## src/ptr_pkg.sv

```systemverilog
// Shared types and constants for the paper tape reader framer.
package ptr_pkg;

    // Item kinds
    localparam logic [2:0] OP_READ    = 3'd0;
    localparam logic [2:0] OP_BYTE    = 3'd1;
    localparam logic [2:0] OP_TICK    = 3'd2;
    localparam logic [2:0] OP_EOT     = 3'd3;
    localparam logic [2:0] OP_MOUNTED = 3'd4;

    localparam logic [1:0] DEV_ALPHA = 2'd1;

    localparam logic [7:0]  FRAME_MARK  = 8'o200;
    localparam logic [7:0]  SIX_BITS    = 8'o077;
    localparam logic [7:0]  EIGHT_BITS  = 8'o377;
    localparam logic [17:0] WAIT_BITS   = 18'o014000;
    localparam logic [15:0] DELAY_RESET = 16'd2500;
    localparam logic [1:0]  LAST_CHAR   = 2'd3;

    typedef struct packed {
        logic [2:0]  op;
        logic [1:0]  device;
        logic [17:0] mb_word;
        logic [7:0]  tape_byte;
        logic        read_in_mode;
    } t_in_item;

    typedef struct packed {
        logic        byte_taken;
        logic        word_done;
        logic        io_load;
        logic [17:0] io_word;
        logic        break_request;
        logic        read_in_done;
        logic        io_status;
        logic        buffer_status;
        logic [17:0] buffer_word;
    } t_out_item;

endpackage

```

## src/ptr_in_if.sv

```systemverilog
// Input channel: one reader event per item.
interface ptr_in_if;
    logic        valid;
    logic        ready;
    logic [2:0]  op;
    logic [1:0]  device;
    logic [17:0] mb_word;
    logic [7:0]  tape_byte;
    logic        read_in_mode;

    modport source (output valid, op, device, mb_word, tape_byte, read_in_mode, input ready);
    modport sink   (input valid, op, device, mb_word, tape_byte, read_in_mode, output ready);
endinterface

```

## src/ptr_out_if.sv

```systemverilog
// Output channel: one reader result per item.
interface ptr_out_if;
    logic        valid;
    logic        ready;
    logic        byte_taken;
    logic        word_done;
    logic        io_load;
    logic [17:0] io_word;
    logic        break_request;
    logic        read_in_done;
    logic        io_status;
    logic        buffer_status;
    logic [17:0] buffer_word;

    modport source (output valid, byte_taken, word_done, io_load, io_word, break_request,
                     read_in_done, io_status, buffer_status, buffer_word, input ready);
    modport sink   (input valid, byte_taken, word_done, io_load, io_word, break_request,
                    read_in_done, io_status, buffer_status, buffer_word, output ready);
endinterface

```

## src/ptr_core.sv

```systemverilog
// Reader state and the per-item decision logic.
module ptr_core
    import ptr_pkg::*;
(
    input  logic        i_clk,
    input  logic        i_rst_n,
    input  logic        i_go,
    input  t_in_item    i_item,
    input  logic [15:0] i_delay_ticks,
    output t_out_item   o_result
);

    logic        r_armed, n_armed;
    logic [1:0]  r_char_count, n_char_count;
    logic        r_binary_mode, n_binary_mode;
    logic        r_wait_mode, n_wait_mode;
    logic [17:0] r_buffer, n_buffer;
    logic [15:0] r_delay_count, n_delay_count;
    logic        r_tape_present, n_tape_present;
    logic        r_io_flag, n_io_flag;
    logic        r_buffer_flag, n_buffer_flag;

    logic        byte_ok;
    logic [17:0] buf_or;
    logic [7:0]  char_mask;

    assign char_mask = r_binary_mode ? SIX_BITS : EIGHT_BITS;
    assign buf_or    = r_buffer | {10'd0, i_item.tape_byte & char_mask};
    assign byte_ok   = r_armed && (r_delay_count == 16'd0) && r_tape_present;

    always_comb begin
        n_armed        = r_armed;
        n_char_count   = r_char_count;
        n_binary_mode  = r_binary_mode;
        n_wait_mode    = r_wait_mode;
        n_buffer       = r_buffer;
        n_delay_count  = r_delay_count;
        n_tape_present = r_tape_present;
        n_io_flag      = r_io_flag;
        n_buffer_flag  = r_buffer_flag;
        o_result       = '0;

        case (i_item.op)
            OP_READ: begin
                n_wait_mode = (i_item.mb_word & WAIT_BITS) != 18'd0;
                if (i_item.device == DEV_ALPHA) begin
                    n_binary_mode = 1'b0;
                    n_char_count  = 2'd3;
                    n_armed       = !r_armed;
                end else begin
                    n_binary_mode = 1'b1;
                    n_char_count  = 2'd1;
                    n_armed       = 1'b1;
                end
                n_delay_count = i_delay_ticks;
                n_buffer      = '0;
            end
            OP_BYTE: begin
                if (byte_ok) begin
                    o_result.byte_taken = 1'b1;
                    n_delay_count       = i_delay_ticks;
                    if (r_char_count != 2'd0 &&
                        (!r_binary_mode || (i_item.tape_byte & FRAME_MARK) != 8'd0)) begin
                        n_armed  = 1'b0;
                        n_buffer = buf_or;
                        if (r_char_count != LAST_CHAR) begin
                            n_buffer = {buf_or[11:0], 6'd0};
                            n_armed  = 1'b1;
                        end else begin
                            o_result.word_done = 1'b1;
                            if (r_wait_mode) n_io_flag = 1'b1;
                            else             n_buffer_flag = 1'b1;
                            if (r_wait_mode || i_item.read_in_mode) begin
                                o_result.io_load      = 1'b1;
                                o_result.io_word      = buf_or;
                                n_buffer_flag         = 1'b0;
                                o_result.read_in_done = i_item.read_in_mode;
                            end
                            o_result.break_request = !i_item.read_in_mode;
                        end
                        n_char_count = r_char_count + 2'd1;
                    end
                end
            end
            OP_TICK: begin
                if (r_delay_count != 16'd0) n_delay_count = r_delay_count - 16'd1;
            end
            OP_EOT:     n_tape_present = 1'b0;
            OP_MOUNTED: n_tape_present = 1'b1;
            default: ;
        endcase

        o_result.io_status     = n_io_flag;
        o_result.buffer_status = n_buffer_flag;
        o_result.buffer_word   = n_buffer;
    end

    always_ff @(posedge i_clk) begin
        if (!i_rst_n) begin
            r_armed        <= 1'b0;
            r_char_count   <= 2'd0;
            r_binary_mode  <= 1'b0;
            r_wait_mode    <= 1'b0;
            r_buffer       <= '0;
            r_delay_count  <= '0;
            r_tape_present <= 1'b1;
            r_io_flag      <= 1'b0;
            r_buffer_flag  <= 1'b0;
        end else if (i_go) begin
            r_armed        <= n_armed;
            r_char_count   <= n_char_count;
            r_binary_mode  <= n_binary_mode;
            r_wait_mode    <= n_wait_mode;
            r_buffer       <= n_buffer;
            r_delay_count  <= n_delay_count;
            r_tape_present <= n_tape_present;
            r_io_flag      <= n_io_flag;
            r_buffer_flag  <= n_buffer_flag;
        end
    end

endmodule

```

## src/ptr_outq.sv

```systemverilog
// Two-entry result buffer in front of the output channel.
module ptr_outq
    import ptr_pkg::*;
(
    input  logic      i_clk,
    input  logic      i_rst_n,
    input  logic      i_push,
    input  t_out_item i_data,
    input  logic      i_pop_ready,
    output logic      o_valid,
    output logic      o_room,
    output t_out_item o_data
);

    logic [1:0] r_cnt, n_cnt;
    t_out_item  r_q [2];
    logic       pop;
    logic       wr_idx;

    assign o_valid = r_cnt != 2'd0;
    assign pop     = o_valid && i_pop_ready;
    assign o_room  = (r_cnt != 2'd2) || pop;
    assign o_data  = r_q[0];
    assign n_cnt   = r_cnt + {1'b0, i_push} - {1'b0, pop};
    // push lands behind whatever is still held after this cycle's pop
    assign wr_idx  = (r_cnt == 2'd2) || (r_cnt == 2'd1 && !pop);

    always_ff @(posedge i_clk) begin
        if (!i_rst_n) r_cnt <= 2'd0;
        else          r_cnt <= n_cnt;
    end

    always_ff @(posedge i_clk) begin
        if (pop && r_cnt == 2'd2) r_q[0] <= r_q[1];
        if (i_push) r_q[wr_idx] <= i_data;
    end

endmodule

```

## src/paper_tape_reader_framer.sv

```systemverilog
// Top level of the paper tape reader framer.
//
//  channel  dir  handshake          carries
//  i_in     in   valid/ready        op, device, mb_word, tape_byte, read_in_mode
//  o_out    out  valid/ready        flags, io_word, status flags, buffer_word
//  cfg      in   i_cfg_we (no wait) delay_ticks, 16 bits
//
//  An item is registered on acceptance, decided combinationally from the input register
//  and written to a two-entry result buffer when it has room. One item per cycle is
//  sustained unless the output stalls, with one decision stage between input and buffer.
//  While the output stalls, up to three items are held (input register plus buffer)
//  before i_in.ready drops.
//  Reset (synchronous, active low) empties the pipeline, loads delay_ticks with 2500,
//  clears the reader state and marks tape as present.
module paper_tape_reader_framer
    import ptr_pkg::*;
(
    input  logic        i_clk,
    input  logic        i_rst_n,
    ptr_in_if.sink      i_in,
    ptr_out_if.source   o_out,
    input  logic        i_cfg_we,
    input  logic [15:0] i_cfg_wdata
);

    logic        r_in_valid;
    t_in_item    r_in;
    logic [15:0] r_delay_ticks;
    logic        q_room;
    logic        advance;
    t_out_item   result;
    t_out_item   q_data;

    // Config register; the user must write it only while the block is idle; not enforced here.
    always_ff @(posedge i_clk) begin
        if (!i_rst_n)      r_delay_ticks <= DELAY_RESET;
        else if (i_cfg_we) r_delay_ticks <= i_cfg_wdata;
    end

    // Input register stage: it drains into the result buffer whenever there is room.
    assign advance    = r_in_valid && q_room;
    assign i_in.ready = !r_in_valid || q_room;

    always_ff @(posedge i_clk) begin
        if (!i_rst_n)        r_in_valid <= 1'b0;
        else if (i_in.ready) r_in_valid <= i_in.valid;
    end

    always_ff @(posedge i_clk) begin
        if (i_in.ready && i_in.valid) begin
            r_in.op           <= i_in.op;
            r_in.device       <= i_in.device;
            r_in.mb_word      <= i_in.mb_word;
            r_in.tape_byte    <= i_in.tape_byte;
            r_in.read_in_mode <= i_in.read_in_mode;
        end
    end

    // Decision logic; reader state moves only when the item is passed on.
    ptr_core u_core (
        .i_clk         (i_clk),
        .i_rst_n       (i_rst_n),
        .i_go          (advance),
        .i_item        (r_in),
        .i_delay_ticks (r_delay_ticks),
        .o_result      (result)
    );

    ptr_outq u_outq (
        .i_clk       (i_clk),
        .i_rst_n     (i_rst_n),
        .i_push      (advance),
        .i_data      (result),
        .i_pop_ready (o_out.ready),
        .o_valid     (o_out.valid),
        .o_room      (q_room),
        .o_data      (q_data)
    );

    assign o_out.byte_taken    = q_data.byte_taken;
    assign o_out.word_done     = q_data.word_done;
    assign o_out.io_load       = q_data.io_load;
    assign o_out.io_word       = q_data.io_word;
    assign o_out.break_request = q_data.break_request;
    assign o_out.read_in_done  = q_data.read_in_done;
    assign o_out.io_status     = q_data.io_status;
    assign o_out.buffer_status = q_data.buffer_status;
    assign o_out.buffer_word   = q_data.buffer_word;

endmodule

```

## src/flat_wrapper.sv

```systemverilog
// flat-port wrapper written by rule: the top's interface ports become plain ports
module paper_tape_reader_framer_flat import ptr_pkg::*;
  (i_clk, i_rst_n, i_cfg_we, i_cfg_wdata, i_in_valid, i_in_op, i_in_device, i_in_mb_word, i_in_tape_byte, i_in_read_in_mode, i_in_ready, o_out_valid, o_out_byte_taken, o_out_word_done, o_out_io_load, o_out_io_word, o_out_break_request, o_out_read_in_done, o_out_io_status, o_out_buffer_status, o_out_buffer_word, o_out_ready);
  ptr_in_if i_in_i ();
  ptr_out_if o_out_i ();
  input  logic i_clk;
  input  logic i_rst_n;
  input  logic i_cfg_we;
  input  logic [15:0] i_cfg_wdata;
  input wire logic [$bits(i_in_i.valid)-1:0] i_in_valid;
  input wire logic [$bits(i_in_i.op)-1:0] i_in_op;
  input wire logic [$bits(i_in_i.device)-1:0] i_in_device;
  input wire logic [$bits(i_in_i.mb_word)-1:0] i_in_mb_word;
  input wire logic [$bits(i_in_i.tape_byte)-1:0] i_in_tape_byte;
  input wire logic [$bits(i_in_i.read_in_mode)-1:0] i_in_read_in_mode;
  output wire logic [$bits(i_in_i.ready)-1:0] i_in_ready;
  output wire logic [$bits(o_out_i.valid)-1:0] o_out_valid;
  output wire logic [$bits(o_out_i.byte_taken)-1:0] o_out_byte_taken;
  output wire logic [$bits(o_out_i.word_done)-1:0] o_out_word_done;
  output wire logic [$bits(o_out_i.io_load)-1:0] o_out_io_load;
  output wire logic [$bits(o_out_i.io_word)-1:0] o_out_io_word;
  output wire logic [$bits(o_out_i.break_request)-1:0] o_out_break_request;
  output wire logic [$bits(o_out_i.read_in_done)-1:0] o_out_read_in_done;
  output wire logic [$bits(o_out_i.io_status)-1:0] o_out_io_status;
  output wire logic [$bits(o_out_i.buffer_status)-1:0] o_out_buffer_status;
  output wire logic [$bits(o_out_i.buffer_word)-1:0] o_out_buffer_word;
  input wire logic [$bits(o_out_i.ready)-1:0] o_out_ready;
  assign i_in_i.valid = i_in_valid;
  assign i_in_i.op = i_in_op;
  assign i_in_i.device = i_in_device;
  assign i_in_i.mb_word = i_in_mb_word;
  assign i_in_i.tape_byte = i_in_tape_byte;
  assign i_in_i.read_in_mode = i_in_read_in_mode;
  assign i_in_ready = i_in_i.ready;
  assign o_out_valid = o_out_i.valid;
  assign o_out_byte_taken = o_out_i.byte_taken;
  assign o_out_word_done = o_out_i.word_done;
  assign o_out_io_load = o_out_i.io_load;
  assign o_out_io_word = o_out_i.io_word;
  assign o_out_break_request = o_out_i.break_request;
  assign o_out_read_in_done = o_out_i.read_in_done;
  assign o_out_io_status = o_out_i.io_status;
  assign o_out_buffer_status = o_out_i.buffer_status;
  assign o_out_buffer_word = o_out_i.buffer_word;
  assign o_out_i.ready = o_out_ready;
  paper_tape_reader_framer u_core (.i_clk(i_clk), .i_rst_n(i_rst_n), .i_in(i_in_i), .o_out(o_out_i), .i_cfg_we(i_cfg_we), .i_cfg_wdata(i_cfg_wdata));
endmodule
```

## config.mk

```make
export PLATFORM = sky130hd
export DESIGN_NAME = paper_tape_reader_framer_flat
export DESIGN_NICKNAME = d
export VERILOG_FILES = /design/src/ptr_pkg.sv /design/src/ptr_in_if.sv /design/src/ptr_out_if.sv /design/src/ptr_core.sv /design/src/ptr_outq.sv /design/src/paper_tape_reader_framer.sv /design/src/flat_wrapper.sv
export SDC_FILE = /design/constraint.sdc
export NUM_CORES = 1
export LEC_CHECK = 0
export ABC_CLOCK_PERIOD_IN_PS = 13000
export BUFFER_PORTS_ARGS = -buffer_cell sky130_fd_sc_hd__buf_2
export CAP_MARGIN = 40
export CORE_AREA = 3 3 147 149
export CTS_CLUSTER_DIAMETER = 150
export DETAILED_ROUTE_END_ITERATION = 6
export DIE_AREA = 0 0 150 152
export PLACE_DENSITY_LB_ADDON = 0.15
export SYNTH_ARGS = -nofsm -noshare
export SYNTH_HDL_FRONTEND = slang
export SYNTH_SLANG_ARGS = --single-unit
```

## constraint.sdc

```tcl
create_clock -name i_clk -period 13 [get_ports i_clk]
set_input_delay 2.6 -clock i_clk [delete_from_list [all_inputs] [get_ports i_clk]]
set_output_delay 2.6 -clock i_clk [all_outputs]
set_load 0.02 [all_outputs]
```

== Yosys cells after proc, flatten, opt, wreduce, memory -nomap -nowiden ==
Memory sizes are Yosys's and may differ from the RTL's.
Cells that the tools add are included.

* Input bits: 53
* Memory bits (writable): 86
* Memories: 1
* Flip-flop bits (word level): 88

{| class="wikitable"
|+ Memory list
! memory !! words !! width !! read ports !! clocked after memory_dff !! write ports !! line !! RTL
|-
| u_core.u_outq.r_q || 2 || 43 || 2 || 0 || 2 || ptr_outq.sv:16 || <nowiki>t_out_item r_q [2];</nowiki>
|}

* Multiplexer cells: 40
* Reductions and logical operators: 31
* Equal/unequal tests: 12
* Add/subtract/negate cells: 4
* Bitwise logic cells: 2

{| class="wikitable"
|+ Operator list
! operator !! number
|-
| $mux 18 || 3
|-
| $pmux 16 s3 || 1
|-
| $mux 23 || 2
|-
| $mux 22 || 2
|-
| $pmux 18 s2 || 1
|-
| $mux 16 || 2
|-
| $mux 1 || 21
|-
| $mux 19 || 1
|-
| $or 18x8->18 || 1
|-
| $reduce_bool 18->1 || 1
|-
| $logic_not 16->1 || 1
|-
| $reduce_bool 16->1 || 1
|-
| $sub 16x1->16 const B || 1
|-
| $ne 2x2->1 const B || 5
|-
| $and 8x8->8 || 1
|-
| $logic_and 1x1->1 || 8
|-
| $mux 8 || 1
|-
| $reduce_and 4->1 || 2
|-
| $reduce_bool 2->1 || 4
|-
| $eq 3x2->1 const B || 2
|-
| $mux 2 || 3
|-
| $logic_not 1->1 || 5
|-
| $logic_or 1x1->1 || 5
|-
| $eq 2x1->1 const B || 2
|-
| 11 further kinds || 13
|}

== Logic depth before layout (Yosys ltp) ==
* Depth after elaboration: 8
* Mapped depth: 11
* Mapped depth without buffers: 9

== Cells and area by module ==
A second synthesis with hierarchy kept.

* Cells, all modules: 842
* Area total of the unflattened synthesis: 9,098.7 sq um

{| class="wikitable"
|+ By module, submodules not included
! module !! times used !! area each (sq um) !! cells an instance
|-
| ptr_outq || 1 || 4,805.9 || 403
|-
| ptr_core || 1 || 2,678.8 || 350
|-
| paper_tape_reader_framer || 1 || 1,614.0 || 89
|}

== Least setup slack after synthesis ==
Ideal clock, no wire load.

* Path type: input -> register
* Start point: input o_out_ready
* End point: memory u_core.u_outq.r_q[1][0] (netlist name), enable pin
* Slack: 6.306 ns
* Arrival: 6.185 ns
* Cell stages on the path: 2
* Setup time: 0.509 ns
* Data required time: 12.491 ns
* Cell sequence: or3b_2 -> a21boi_0

{| class="wikitable"
|+ RTL lines
! item !! line !! RTL
|-
| from (decl) || flat_wrapper.sv:27 || <nowiki>input wire logic [$bits(o_out_i.ready)-1:0] o_out_ready;</nowiki>
|-
| to (decl) || ptr_outq.sv:16 ||
|}

== Worst setup path after layout ==
* Start point: input o_out_ready
* End point: output i_in_ready

* Word-level cells in the longest chain between the ends: 3

{| class="wikitable"
|+ Ends and longest elaborated chain
! item !! line !! RTL
|-
| $logic_and 1x1->1 || ptr_outq.sv:21 || <nowiki>assign pop = o_valid && i_pop_ready;</nowiki>
|-
| $logic_or 1x1->1 || ptr_outq.sv:22 || <nowiki>assign o_room = (r_cnt != 2'd2) || pop;</nowiki>
|-
| $logic_or 1x1->1 || paper_tape_reader_framer.sv:42 || <nowiki>assign i_in.ready = !r_in_valid || q_room;</nowiki>
|-
| to (decl) || flat_wrapper.sv:16 || <nowiki>output wire logic [$bits(i_in_i.ready)-1:0] i_in_ready;</nowiki>
|}

No other way between the ends.

==> flow_summary.ini <==
[synth]
yosysMostFrequentCell = edfxtp_1
yosysTopAreaCell = edfxtp_1
postSynthAreaPerCell_um2 = 11.7
synth_area_leaders = edfxtp_1 44%, dfxtp_1 18%, mux2_2 4.7%
ys_types = 59
synth_top_area_share_pct = 44.1
synth_ff_type = edfxtp_1
synthArstFlopShare_pct = 0
ys_seq_area_share_pct = 61.7
syn-num-nets = 649
synth-seq-cells = 163
yosysWarnings = 0
synth_edf_count = 102
synth_top_cells_by_count = 102 x edfxtp_1, 66 x nor2_1, 61 x dfxtp_1
postSynthCellCount = 591
netlist_area_um2 = 6940

[power]
total_power_uw = 1340
power.share.clock_pct = 35.6
power.net_switching_uw = 379
p_int_uw = 957
powerDensity_nw_per_um2 = 164
combPwrFrac_pct = 16.8
p_leak_uw = 0.00308
swShare_pct = 28.4
ir_worst_vdd_uv = 96.8
p_seq_share_pct = 47.6

[worst_setup_path]
setup.worst_path.start = o_out_ready
startpoint_type = primary input
cp_data_required_time_ns = 10.40
timing.rr.start = u_core.u_core.r_delay_count[0]
arrival_ns = 3.13
timing.rr.end = u_core.u_outq.r_q[0][36]
crit_type = in -> out
cp_max_fo = 6
rr_worst_depth = 9
crit_end = i_in_ready
endpoint_kind = primary output
r2r_setup_slack_ns = 9.40

[floorplanning]
core.rowCount = 52
die_area_um2 = 22800
start_util_pct = 34.2
core_area_um2 = 20300
die_w_um = 150
die_h_um = 152
io_pins = 98

[cells_and_area]
final_cell_area_um2 = 8170
finalNetCount = 722
drive_gt1_share_pct = 23.8
syn_to_final_growth_pct = 17.7
fillCellCount = 1965
diodes = 0

[routing]
dr_total_vias = 4771
drc = 0
first_iter_violations = 356
drt_pass1_iterations = 4
routed_wl_um = 15400
drt-vias-per-instance = 5.04
post_drt_wl_per_cell_um = 16.3
drt.antenna.violating_nets = 0

[timing]
rsz0062_at_grt = false
period_needed_ns = 5.73
setup_viol = 0
max_freq_mhz = 174
slew_violations = 0
tightest_slew_ns = 0.871
whs_ns = 0.459
hold_viol = 0
setup_ws_ns = 7.27
finalCritPeriodShare_pct = 44.1
clock_skew_ns = 0.00788
finalSetupTns_ns = 0
slew_headroom_pct = 41.9

[cts]
numClockSinks = 163
ctsResizeCount = 0
cts_setup_buffers = 0
cts-hold-fix-buffers = 0
h-tree-depth = 4
cts_tree = yes
clock-root-buffer = clkbuf_16
clk_latency_ns = 0.42
clk_pin_slew_ns = 0.07
clock_path_buffers = 2
cts_buffers = 17

[hold_path]
min_path_type = reg -> reg

[global_route]
track_usage_pct = 13.9
grt_max_degree = 56
antenna_found_initial = 0
grt_pass1_vias = 4641
grt-ovfl-total = 0
grt_pass1_wl_um = 24900

[placed_design]
post-place-ws_ns = 7.26
port_buffers = 81
hpwl_um = 10800
gp_congestion = 0.806
detailed_place.area_um2 = 7610

[flow_run]
cap_violations = 0

[run_status]
run_status = completed
-- power groups by stage --
stage	Clock (uW)	Sequential, uW	Combinational, uW
2_1_floorplan	0	686	110
3_3_place_gp	0	647	218
3_5_place_dp	0	647	228
4_1_cts	489	636	229
5_1_grt	511	641	245
6_report	476	635	225
-- kinds of logic after synthesis --
kind of cell	count (synthesis)	synth area share, %
XOR/XNOR	3	0.379
multiplexers	47	7.30
buffers and inverters	47	3.14
AO/OA/AOI/OAI	138	13.4
flip-flops	163	61.7
AND/OR/NAND/NOR	188	13.1
adder cells (fa/ha/maj)	5	0.902
-- per-stage QoR --
step                      util [%]  cells
final                         40.2    947
after global routing          40.2    947
after CTS                     40.2    947
after detailed placement      37.5    915
after global placement        37.2    912
after floorplan                  -    591
-- worst min path at each step --
stage / from / end / slack [ns] / cells after the start
global placement: u_core.r_in[27] / u_core.u_core.r_binary_mode / 0.45 / 1
detailed placement: u_core.r_in[27] / u_core.u_core.r_binary_mode / 0.46 / 1
floorplan: u_core.r_in[27] / u_core.u_core.r_binary_mode / 0.43 / 1
finish: u_core.r_in[27] / u_core.u_core.r_binary_mode / 0.46 / 1
global route: u_core.r_in[27] / u_core.u_core.r_binary_mode / 0.49 / 1
CTS: u_core.r_in[27] / u_core.u_core.r_binary_mode / 0.47 / 1
-- critical path, stage by stage --
cell     delay (ns)
buf_2          0.13
nor2_1         0.14
nand2_1        0.09
buf_2          0.18
-- metal layers --
metal  part of all wire (%)  GRT usage [%]  vias to the layer above
met5                      0              0                        -
met3                    4.2           3.31                       14
met1                     48           19.1                     2299
met4                    1.4           5.14                        0
met2                     47           21.4                      114
li1                       -              -                     2344
-- registers in the layout (all words and copies together) (netlist names) --
register                      flops
u_core.r_delay_ticks             16
u_core.r_in                      16
u_core.r_in_valid                 1
u_core.u_core.r_armed             1
u_core.u_core.r_binary_mode       1
u_core.u_core.r_buffer           18
u_core.u_core.r_buffer_flag       1
u_core.u_core.r_char_count        2
u_core.u_core.r_delay_count      16
u_core.u_core.r_io_flag           1
u_core.u_core.r_tape_present      1
u_core.u_core.r_wait_mode         1
u_core.u_outq.r_cnt               2
u_core.u_outq.r_q                86
-- cell usage in the layout (no fill, tap or decap), types with 10 or more instances in the layout --
master     Yosys  routed
buf_2          3      81
a22o_1        10      10
inv_1         11      11
mux2_2        29      29
and2_1        16      16
mux2i_1       18      18
clkbuf_16      0      17
a21oi_1       42      42
nor3_1        12      12
nor2_1        66      66
dfxtp_1       61      61
o2bb2ai_1     10      10
edfxtp_1     102     102
nand2_1       49      49
o21ai_0       19      19
o31ai_1       14      14
-- layout make-up --
cell class | instances | area, um2 | share of cell area [%]
Clock buffer | 18 | 429 | 5.26
Clock inverter | 14 | 126 | 1.55
Inverter | 13 | 48.8 | 0.598
Multi-Input combinational cell | 381 | 2450 | 30.1
Sequential cell | 163 | 4280 | 52.5
Tap cell | 270 | 338 | 4.14
Timing Repair Buffer | 88 | 485 | 5.94
(Power assumes the default switching activity.)
